$ cat src/hdl/forth_data_stack_execute_unit_defines.svh
// Assertion macros shared by the data-stack execute unit RTL
`ifndef FORTH_DATA_STACK_EXECUTE_UNIT_DEFINES_SVH
`define FORTH_DATA_STACK_EXECUTE_UNIT_DEFINES_SVH

`ifndef SYNTH
// same-cycle implication, sampled on clk, off while rst_n is low
`define FDSE_ASSERT_IMP(label, ante, cons, msg) \
    label: assert property (@(posedge clk) disable iff (!rst_n) (ante) |-> (cons)) \
        else $error(msg);
// next-cycle implication
`define FDSE_ASSERT_NXT(label, ante, cons, msg) \
    label: assert property (@(posedge clk) disable iff (!rst_n) (ante) |=> (cons)) \
        else $error(msg);
`else
`define FDSE_ASSERT_IMP(label, ante, cons, msg)
`define FDSE_ASSERT_NXT(label, ante, cons, msg)
`endif

`endif

$ cat src/hdl/fdse_pkg.sv
// Shared types, operation codes and status codes of the data-stack execute unit
`default_nettype none

package fdse_pkg;

    localparam int DATA_W          = 32;
    localparam int FUNC_W          = 5;
    localparam int DEPTH_W         = 7;
    localparam int STACK_DEPTH_DEF = 64;

    typedef logic [DATA_W-1:0] word_t;

    // operation codes
    localparam logic [FUNC_W-1:0] F_PUSH  = 5'd0;
    localparam logic [FUNC_W-1:0] F_ADD   = 5'd1;
    localparam logic [FUNC_W-1:0] F_SUB   = 5'd2;
    localparam logic [FUNC_W-1:0] F_MUL   = 5'd3;
    localparam logic [FUNC_W-1:0] F_DIV   = 5'd4;
    localparam logic [FUNC_W-1:0] F_MOD   = 5'd5;
    localparam logic [FUNC_W-1:0] F_NEG   = 5'd6;
    localparam logic [FUNC_W-1:0] F_PRINT = 5'd7;
    localparam logic [FUNC_W-1:0] F_DUP   = 5'd8;
    localparam logic [FUNC_W-1:0] F_DROP  = 5'd9;
    localparam logic [FUNC_W-1:0] F_SWAP  = 5'd10;
    localparam logic [FUNC_W-1:0] F_ROT   = 5'd11;
    localparam logic [FUNC_W-1:0] F_LT    = 5'd12;
    localparam logic [FUNC_W-1:0] F_LE    = 5'd13;
    localparam logic [FUNC_W-1:0] F_EQ    = 5'd14;
    localparam logic [FUNC_W-1:0] F_NE    = 5'd15;
    localparam logic [FUNC_W-1:0] F_GT    = 5'd16;
    localparam logic [FUNC_W-1:0] F_GE    = 5'd17;
    localparam logic [FUNC_W-1:0] F_AND   = 5'd18;
    localparam logic [FUNC_W-1:0] F_OR    = 5'd19;
    localparam logic [FUNC_W-1:0] F_NOT   = 5'd20;

    // result status codes
    localparam logic [1:0] STAT_OK    = 2'd0;
    localparam logic [1:0] STAT_UNDER = 2'd1;
    localparam logic [1:0] STAT_OVER  = 2'd2;
    localparam logic [1:0] STAT_DIVZ  = 2'd3;

    typedef struct packed {
        logic [FUNC_W-1:0]        func;
        logic signed [DATA_W-1:0] push_value;
    } cmd_t;

    typedef struct packed {
        logic [1:0]               status;
        logic signed [DATA_W-1:0] top_value;
        logic [DEPTH_W-1:0]       depth;
        logic                     print_valid;
        logic signed [DATA_W-1:0] print_value;
    } rsp_t;

endpackage

`default_nettype wire

$ cat src/hdl/fdse_stack_ram.sv
// Stack storage below the top entry: two synchronous read ports, one write port
`default_nettype none

module fdse_stack_ram
    import fdse_pkg::*;
#(
    parameter int DEPTH = STACK_DEPTH_DEF,
    localparam int AW   = $clog2(DEPTH)
)
(
    input  wire logic          clk,
    input  wire logic          wr_en,
    input  wire logic [AW-1:0] wr_addr,
    input  wire word_t         wr_data,
    input  wire logic          rd_en,
    input  wire logic [AW-1:0] rd_addr_a,
    input  wire logic [AW-1:0] rd_addr_b,
    output word_t              rd_data_a,
    output word_t              rd_data_b
);

    word_t mem [DEPTH];

    always_ff @(posedge clk)
    begin
        if (wr_en)
        begin
            mem[wr_addr] <= wr_data;
        end
        if (rd_en)
        begin
            rd_data_a <= mem[rd_addr_a];
            rd_data_b <= mem[rd_addr_b];
        end
    end

endmodule

`default_nettype wire

$ cat src/hdl/fdse_div.sv
// Signed truncating divider, restoring, one quotient bit per cycle
`default_nettype none

module fdse_div
    import fdse_pkg::*;
(
    input  wire logic  clk,
    input  wire logic  rst_n,
    input  wire logic  start,
    input  wire word_t dividend,
    input  wire word_t divisor,
    output logic       busy,
    output word_t      quotient,
    output word_t      remainder
);

    localparam int CNT_W = $clog2(DATA_W);

    logic             busy_reg, busy_next;
    logic [CNT_W-1:0] cnt_reg, cnt_next;
    word_t            rem_reg, rem_next;
    word_t            quo_reg, quo_next;
    word_t            den_reg, den_next;
    logic             neg_q_reg, neg_q_next;
    logic             neg_r_reg, neg_r_next;
    logic [DATA_W:0]  trial;

    always_comb
    begin
        busy_next  = busy_reg;
        cnt_next   = cnt_reg;
        rem_next   = rem_reg;
        quo_next   = quo_reg;
        den_next   = den_reg;
        neg_q_next = neg_q_reg;
        neg_r_next = neg_r_reg;
        trial      = {rem_reg, quo_reg[DATA_W-1]} - {1'b0, den_reg};

        if (start)
        begin
            // work on magnitudes; the most negative value stays as its unsigned magnitude
            rem_next   = '0;
            quo_next   = dividend[DATA_W-1] ? (~dividend + 1'b1) : dividend;
            den_next   = divisor[DATA_W-1] ? (~divisor + 1'b1) : divisor;
            neg_q_next = dividend[DATA_W-1] ^ divisor[DATA_W-1];
            neg_r_next = dividend[DATA_W-1];
            cnt_next   = CNT_W'(DATA_W - 1);
            busy_next  = 1'b1;
        end
        else if (busy_reg)
        begin
            if (!trial[DATA_W])
            begin
                rem_next = trial[DATA_W-1:0];
                quo_next = {quo_reg[DATA_W-2:0], 1'b1};
            end
            else
            begin
                rem_next = {rem_reg[DATA_W-2:0], quo_reg[DATA_W-1]};
                quo_next = {quo_reg[DATA_W-2:0], 1'b0};
            end
            cnt_next = cnt_reg - 1'b1;
            if (cnt_reg == '0)
            begin
                busy_next = 1'b0;
            end
        end
    end

    always_ff @(posedge clk or negedge rst_n)
    begin
        if (!rst_n)
        begin
            busy_reg <= 1'b0;
            cnt_reg  <= '0;
        end
        else
        begin
            busy_reg <= busy_next;
            cnt_reg  <= cnt_next;
        end
    end

    always_ff @(posedge clk)
    begin
        rem_reg   <= rem_next;
        quo_reg   <= quo_next;
        den_reg   <= den_next;
        neg_q_reg <= neg_q_next;
        neg_r_reg <= neg_r_next;
    end

    assign busy      = busy_reg;
    assign quotient  = neg_q_reg ? (~quo_reg + 1'b1) : quo_reg;
    assign remainder = neg_r_reg ? (~rem_reg + 1'b1) : rem_reg;

endmodule

`default_nettype wire

$ cat src/hdl/forth_data_stack_execute_unit.sv
// Top level of the Forth-style data-stack execute unit
//
//   channel | direction | handshake           | payload
//   cmd     | in        | cmd_valid/cmd_stall | cmd_t: func, push_value
//   rsp     | out       | rsp_valid/rsp_stall | rsp_t: status, top_value, depth, print
//
// One transaction at a time. Most operations pass through accept (ST_IDLE) and execute (ST_EXEC);
// rot adds ST_ROT because the single memory write port needs two writes.
// div and mod wait in ST_DIV for the divider, which makes one quotient bit per cycle.
// Top of stack lives in a register; deeper entries live in the RAM.
// Reset clears the count and the handshakes; no RAM clearing is needed.
// A stalled rsp holds the next operation in its execute state.
`default_nettype none
`include "forth_data_stack_execute_unit_defines.svh"

module forth_data_stack_execute_unit
    import fdse_pkg::*;
#(
    parameter int STACK_DEPTH = STACK_DEPTH_DEF
)
(
    input  wire logic clk,
    input  wire logic rst_n,
    input  wire logic cmd_valid,
    output logic      cmd_stall,
    input  wire cmd_t cmd,
    output logic      rsp_valid,
    input  wire logic rsp_stall,
    output rsp_t      rsp
);

    localparam int CW = $clog2(STACK_DEPTH + 1);
    localparam int AW = $clog2(STACK_DEPTH);

    typedef enum logic [3:0] {
        ST_IDLE = 4'b0001,
        ST_EXEC = 4'b0010,
        ST_DIV  = 4'b0100,
        ST_ROT  = 4'b1000
    } state_t;

    state_t        state_reg, state_next;
    cmd_t          item_reg, item_next;
    logic [CW-1:0] count_reg, count_next;
    word_t         top_reg, top_next;
    rsp_t          rsp_reg, rsp_next;
    logic          rsp_valid_reg, rsp_valid_next;

    logic          accept;
    logic          rsp_free;
    logic [CW-1:0] cnt_p1, cnt_m1, cnt_m2, cnt_m3;
    logic [1:0]    need;
    logic          under;
    logic          full;
    logic          fin;
    logic [1:0]    stat;
    logic          pv;
    word_t         pval;

    logic          wr_en;
    logic [AW-1:0] wr_addr;
    word_t         wr_data;
    word_t         rd_a, rd_b;

    logic          div_start;
    logic          div_busy;
    word_t         div_quo, div_rem;

    function automatic logic [1:0] operand_need(input logic [FUNC_W-1:0] f);
        logic [1:0] n;
        case (f)
            F_ADD, F_SUB, F_MUL, F_DIV, F_MOD, F_SWAP,
            F_LT, F_LE, F_EQ, F_NE, F_GT, F_GE, F_AND, F_OR: n = 2'd2;
            F_NEG, F_PRINT, F_DUP, F_DROP, F_NOT:              n = 2'd1;
            F_ROT:                                             n = 2'd3;
            default:                                           n = 2'd0;
        endcase
        return n;
    endfunction

    // second op top for the binary operations
    function automatic word_t bin_op(input logic [FUNC_W-1:0] f, input word_t a,
                                     input word_t b);
        word_t r;
        logic  a_true;
        logic  b_true;
        a_true = (a != '0) && !a[DATA_W-1];
        b_true = (b != '0) && !b[DATA_W-1];
        case (f)
            F_ADD:   r = a + b;
            F_SUB:   r = a - b;
            F_MUL:   r = a * b;
            F_LT:    r = word_t'($signed(a) < $signed(b));
            F_LE:    r = word_t'(!($signed(b) < $signed(a)));
            F_EQ:    r = word_t'(a == b);
            F_NE:    r = word_t'(a != b);
            F_GT:    r = word_t'($signed(b) < $signed(a));
            F_GE:    r = word_t'(!($signed(a) < $signed(b)));
            F_AND:   r = word_t'(a_true && b_true);
            default: r = word_t'(a_true || b_true);
        endcase
        return r;
    endfunction

    assign accept    = cmd_valid && !cmd_stall;
    assign cmd_stall = (state_reg != ST_IDLE);
    assign rsp_free  = !rsp_valid_reg || !rsp_stall;

    assign cnt_p1 = count_reg + CW'(1);
    assign cnt_m1 = count_reg - CW'(1);
    assign cnt_m2 = count_reg - CW'(2);
    assign cnt_m3 = count_reg - CW'(3);

    assign need  = operand_need(item_reg.func);
    assign under = (count_reg < CW'(need));
    assign full  = (count_reg == CW'(STACK_DEPTH));

    always_comb
    begin
        state_next     = state_reg;
        item_next      = item_reg;
        count_next     = count_reg;
        top_next       = top_reg;
        rsp_next       = rsp_reg;
        rsp_valid_next = rsp_valid_reg && rsp_stall;
        wr_en          = 1'b0;
        wr_addr        = cnt_m1[AW-1:0];
        wr_data        = top_reg;
        div_start      = 1'b0;
        fin            = 1'b0;
        stat           = STAT_OK;
        pv             = 1'b0;
        pval           = '0;

        case (state_reg)
            ST_IDLE:
            begin
                if (accept)
                begin
                    item_next  = cmd;
                    state_next = ST_EXEC;
                end
            end
            ST_EXEC:
            begin
                if (rsp_free)
                begin
                    if (item_reg.func > F_NOT)
                    begin
                        fin = 1'b1;
                    end
                    else if (under)
                    begin
                        fin  = 1'b1;
                        stat = STAT_UNDER;
                    end
                    else
                    begin
                        case (item_reg.func)
                            F_PUSH:
                            begin
                                fin = 1'b1;
                                if (full)
                                begin
                                    stat = STAT_OVER;
                                end
                                else
                                begin
                                    // old top spills into the RAM
                                    wr_en      = (count_reg != '0);
                                    top_next   = item_reg.push_value;
                                    count_next = cnt_p1;
                                end
                            end
                            F_DUP:
                            begin
                                fin = 1'b1;
                                if (full)
                                begin
                                    stat = STAT_OVER;
                                end
                                else
                                begin
                                    wr_en      = 1'b1;
                                    count_next = cnt_p1;
                                end
                            end
                            F_DIV, F_MOD:
                            begin
                                if (top_reg == '0)
                                begin
                                    fin  = 1'b1;
                                    stat = STAT_DIVZ;
                                end
                                else
                                begin
                                    div_start  = 1'b1;
                                    state_next = ST_DIV;
                                end
                            end
                            F_NEG:
                            begin
                                fin      = 1'b1;
                                top_next = ~top_reg + 1'b1;
                            end
                            F_NOT:
                            begin
                                fin      = 1'b1;
                                top_next = word_t'(top_reg == '0);
                            end
                            F_PRINT:
                            begin
                                fin        = 1'b1;
                                pv         = 1'b1;
                                pval       = top_reg;
                                top_next   = rd_a;
                                count_next = cnt_m1;
                            end
                            F_DROP:
                            begin
                                fin        = 1'b1;
                                top_next   = rd_a;
                                count_next = cnt_m1;
                            end
                            F_SWAP:
                            begin
                                fin      = 1'b1;
                                wr_en    = 1'b1;
                                wr_addr  = cnt_m2[AW-1:0];
                                top_next = rd_a;
                            end
                            F_ROT:
                            begin
                                // first write now, second in ST_ROT
                                wr_en      = 1'b1;
                                wr_addr    = cnt_m3[AW-1:0];
                                wr_data    = rd_a;
                                state_next = ST_ROT;
                            end
                            default:
                            begin
                                fin        = 1'b1;
                                top_next   = bin_op(item_reg.func, rd_a, top_reg);
                                count_next = cnt_m1;
                            end
                        endcase
                    end
                end
            end
            ST_DIV:
            begin
                if (rsp_free && !div_busy)
                begin
                    fin        = 1'b1;
                    top_next   = (item_reg.func == F_DIV) ? div_quo : div_rem;
                    count_next = cnt_m1;
                end
            end
            ST_ROT:
            begin
                if (rsp_free)
                begin
                    fin      = 1'b1;
                    wr_en    = 1'b1;
                    wr_addr  = cnt_m2[AW-1:0];
                    wr_data  = top_reg;
                    top_next = rd_b;
                end
            end
            default:
            begin
                state_next = ST_IDLE;
            end
        endcase

        if (fin)
        begin
            state_next           = ST_IDLE;
            rsp_valid_next       = 1'b1;
            rsp_next.status      = stat;
            rsp_next.top_value   = (count_next == '0) ? '0 : top_next;
            rsp_next.depth       = DEPTH_W'(count_next);
            rsp_next.print_valid = pv;
            rsp_next.print_value = pval;
        end
    end

    always_ff @(posedge clk or negedge rst_n)
    begin
        if (!rst_n)
        begin
            state_reg     <= ST_IDLE;
            count_reg     <= '0;
            rsp_valid_reg <= 1'b0;
        end
        else
        begin
            state_reg     <= state_next;
            count_reg     <= count_next;
            rsp_valid_reg <= rsp_valid_next;
        end
    end

    always_ff @(posedge clk)
    begin
        item_reg <= item_next;
        top_reg  <= top_next;
        rsp_reg  <= rsp_next;
    end

    assign rsp_valid = rsp_valid_reg;
    assign rsp       = rsp_reg;

    // second and third entries are fetched as the transaction is accepted;
    // writes land before the next accept, so no forwarding is needed
    fdse_stack_ram #(
        .DEPTH (STACK_DEPTH)
    ) u_ram (
        .clk       (clk),
        .wr_en     (wr_en),
        .wr_addr   (wr_addr),
        .wr_data   (wr_data),
        .rd_en     (accept),
        .rd_addr_a (cnt_m2[AW-1:0]),
        .rd_addr_b (cnt_m3[AW-1:0]),
        .rd_data_a (rd_a),
        .rd_data_b (rd_b)
    );

    fdse_div u_div (
        .clk       (clk),
        .rst_n     (rst_n),
        .start     (div_start),
        .dividend  (rd_a),
        .divisor   (top_reg),
        .busy      (div_busy),
        .quotient  (div_quo),
        .remainder (div_rem)
    );

    `FDSE_ASSERT_IMP(a_count_range, 1'b1, count_reg <= CW'(STACK_DEPTH), "stack count out of range")
    `FDSE_ASSERT_NXT(a_accept_exec, accept, state_reg == ST_EXEC, "accepted command not executing")
    `FDSE_ASSERT_NXT(a_error_keeps, fin && stat != STAT_OK, $stable(count_reg), "failed op moved count")
    `FDSE_ASSERT_IMP(a_div_owner, div_busy, state_reg == ST_DIV, "divider busy outside divide state")

endmodule

`default_nettype wire
$ cat config.mk
export PLATFORM = sky130hd
export DESIGN_NAME = forth_data_stack_execute_unit
export DESIGN_NICKNAME = d
export VERILOG_FILES = /design/src/hdl/fdse_pkg.sv /design/src/hdl/fdse_stack_ram.sv /design/src/hdl/fdse_div.sv /design/src/hdl/forth_data_stack_execute_unit.sv
export VERILOG_INCLUDE_DIRS = /design/src /design/src/hdl
export SDC_FILE = /design/constraint.sdc
export NUM_CORES = 2
export LEC_CHECK = 0
export BUFFER_PORTS_ARGS = -buffer_cell sky130_fd_sc_hd__buf_2
export CELL_PAD_IN_SITES_DETAIL_PLACEMENT = 1
export CELL_PAD_IN_SITES_GLOBAL_PLACEMENT = 1
export CORE_UTILIZATION = 50
export DETAILED_ROUTE_END_ITERATION = 7
export PLACE_DENSITY = 0.86
export SYNTH_ARGS = -nofsm -noshare
export SYNTH_HDL_FRONTEND = slang
export SYNTH_HIERARCHICAL = 1
export SYNTH_SLANG_ARGS = --single-unit
$ cat constraint.sdc
create_clock -name clk -period 8.1 [get_ports clk]
set_input_delay 1.62 -clock clk [delete_from_list [all_inputs] [get_ports clk]]
set_output_delay 1.62 -clock clk [all_outputs]
set_load 0.01 [all_outputs]
==> run metrics <==
clock-pin slew reported for the worst setup and hold paths after clock tree synthesis 0.07 ns; flop and latch count out of synthesis 2373; count of clock tree sinks 2373; # setup viols final 0; max-cap check violation count 3; vias per cell 7.55; hold-fix buffers at CTS 0; number of global-route vias before repair 99524; global route overflow 0; CTS tree done; RSZ-0062 raised after global routing true; number of rows created at floorplan 189; largest net degree at the start of global routing 135; commonest cells after routing, fill and taps aside sky130_fd_sc_hd__edfxtp_1 (2289), sky130_fd_sc_hd__mux4_2 (1124), sky130_fd_sc_hd__nand2_1 (576); slowest stage delay, CP 0.73 ns; Detailed Place HPWL 351000 um; Startpoint Class flip-flop; Via Count 97334; max reg flops 2048; width of the die 520 um; cell with the largest stage delay on the worst path sky130_fd_sc_hd__fa_1; highest clock rate 124 MHz; post-synthesis sequential area ratio 0.526; Distinct cells, synth 108; final hold vios 0; leading cell type in the layout, fill and taps excluded sky130_fd_sc_hd__edfxtp_1; number of violations reported at the end of detailed-routing iteration 0 16262; Main synth FF type sky130_fd_sc_hd__edfxtp_1; number of top-level pins 117; fraction of final layout cells sized beyond drive strength 1 0.246; Synth Cell Area 134000 um2; Final Slew Violations 22; violated checks capacitance limit, slew limit; Arr. time, crit path 8.79 ns; level count of the clock H-tree 4; drt first pass iters 6; Post-synth EDFFs 2289; post-placement cell count 12387; Syn-to-layout area delta 11.3%; remaining number of nets flagged by the antenna check after routing 0; routability congestion estimate 1.01; DIE AREA 270000 um2; root buf cell sky130_fd_sc_hd__clkbuf_16; Critical Path Most Common Cell sky130_fd_sc_hd__fa_1; number of port buffers 116; biggest fanout along the worst timing path 7; post-CTS repair timing setup buffer count 0; Syn Inst Count 8901; worst slew margin relative to its limit -0.0762; TritonCTS buffer count 243; Avg Synthesized Cell Area 15.1 um2; Post-synth ARST share 0.00759; WS Path Type flip-flop to flip-flop; global-route total usage across every layer 0.419; kind of end point of the critical path flip-flop; Tightest Pin Transition 1.61 ns; final clock skew 0.155 ns; initial standard-cell utilization of the core 0.504; Yosys warning total 6; final critical-path share of the clock period 0.993; post-route DRC violation count 0; endpoint required time on the critical path 8.85 ns; Core ar. 266000 um2; routed wire length per instance 44.1 um; buffer levels on the longest clock path 4; shortest clock period the worst path allows after layout 8.04 ns; clock latency reported for the late side of the worst-skew pair 1.00 ns; worst hold path type flip-flop to flip-flop; die outline height 520 um; Non-Filler Instances 12886; net count reported at finish 9818; initial antenna violation count 74; result of the run finished with violations; total wire length after detailed routing 568000 um; wire length of the first global-routing pass 788000 um; nets in the synthesized netlist 9618
kinds of logic after synthesis:
| family | Yosys count | synth area share |
|---|---|---|
| AO/OA/AOI/OAI | 1342 | 0.0667 |
| XOR/XNOR | 270 | 0.0176 |
| adder cells (fa/ha/maj) | 677 | 0.0862 |
| AND/OR/NAND/NOR | 1670 | 0.0568 |
| multiplexers | 1410 | 0.210 |
| buffers and inverters | 1159 | 0.0366 |
| flip-flops | 2373 | 0.526 |
cell type report:
type / count / area, um2
fill: 24619 / 117000
sequential: 2373 / 70500
multi-input combinational: 5369 / 59800
clock buffer: 293 / 6370
timing repair buffer: 573 / 4520
tap: 3533 / 4420
inverter: 541 / 2060
clock inverter: 153 / 1470
antenna: 51 / 128
stage by stage:
stage | utilization | setup TNS (ns) | setup WS [ns] | instance area [um2] | hold WS [ns]
finish | 0.561 | 0 | 0.0570 | 149000 | 0.541
floorplan | - | 0 | 0.270 | 134000 | 0.442
global placement | 0.531 | 0 | 0.160 | 141000 | 0.504
detailed placement | 0.531 | -0.0827 | -0.0586 | 141000 | 0.530
CTS | 0.560 | 0 | 0.0220 | 149000 | 0.548
global route | 0.561 | -0.0256 | -0.0140 | 149000 | 0.574
cell usage after synthesis, drive strengths merged, types with 252 or more instances:
cell type | count | area share
o21ai | 285 | 0.011
fa | 411 | 0.061
mux2i | 252 | 0.019
a21oi | 327 | 0.012
nand2 | 578 | 0.016
edfxtp | 2289 | 0.51
clkbuf | 335 | 0.0094
ha | 265 | 0.025
inv | 523 | 0.015
mux4 | 1124 | 0.19
buf | 283 | 0.012
nor2 | 598 | 0.017
what timing repair did:
action / in CTS / in global routing
gates cloned: 0 / 0
gates resized for setup: 2 / 16
endpoints found under the setup margin: 5 / 14
pin swaps: 0 / 1
path summary, 6_finish.rpt:
check	slack (ns)	endpoint	startpoint	depth (start not counted)
max	0.06	rsp[71]	top_reg[20]	25
min	0.54	u_div/cnt_reg[4]	u_div/cnt_reg[4]	2
max reg2reg	0.06	rsp[71]	top_reg[20]	25
min reg2reg	0.54	u_div/cnt_reg[4]	u_div/cnt_reg[4]	2
max in group asynchronous	7.01	count_reg[0]	rst_n	1
min in group asynchronous	0.66	u_div/cnt_reg[4]	rst_n	1
per-layer routing:
metal  share of wire  wire length, um  vias to the layer above  GRT usage
met5         0.00075              427                        -          0
met2            0.44           252000                     9876      0.633
met4            0.10            56900                       58      0.329
met3            0.15            83600                     3106      0.146
met1            0.31           176000                    49019      0.489
li1                -                -                    35275          -
critical path, delay by kind of cell (launching register included):
kind,cells,cell delay [ns]
and+or+nand+nor,2,0.26
adders and majority gates,8,4.17
DFF,1,0.34
AOI/OAI and AO/OA,1,0.22
buffers and inverters,6,1.20
xor gates and xnor gates,8,1.71
Power is not shown: default switching activity piles up to over one toggle a cycle in this logic, so the estimate is an artifact.
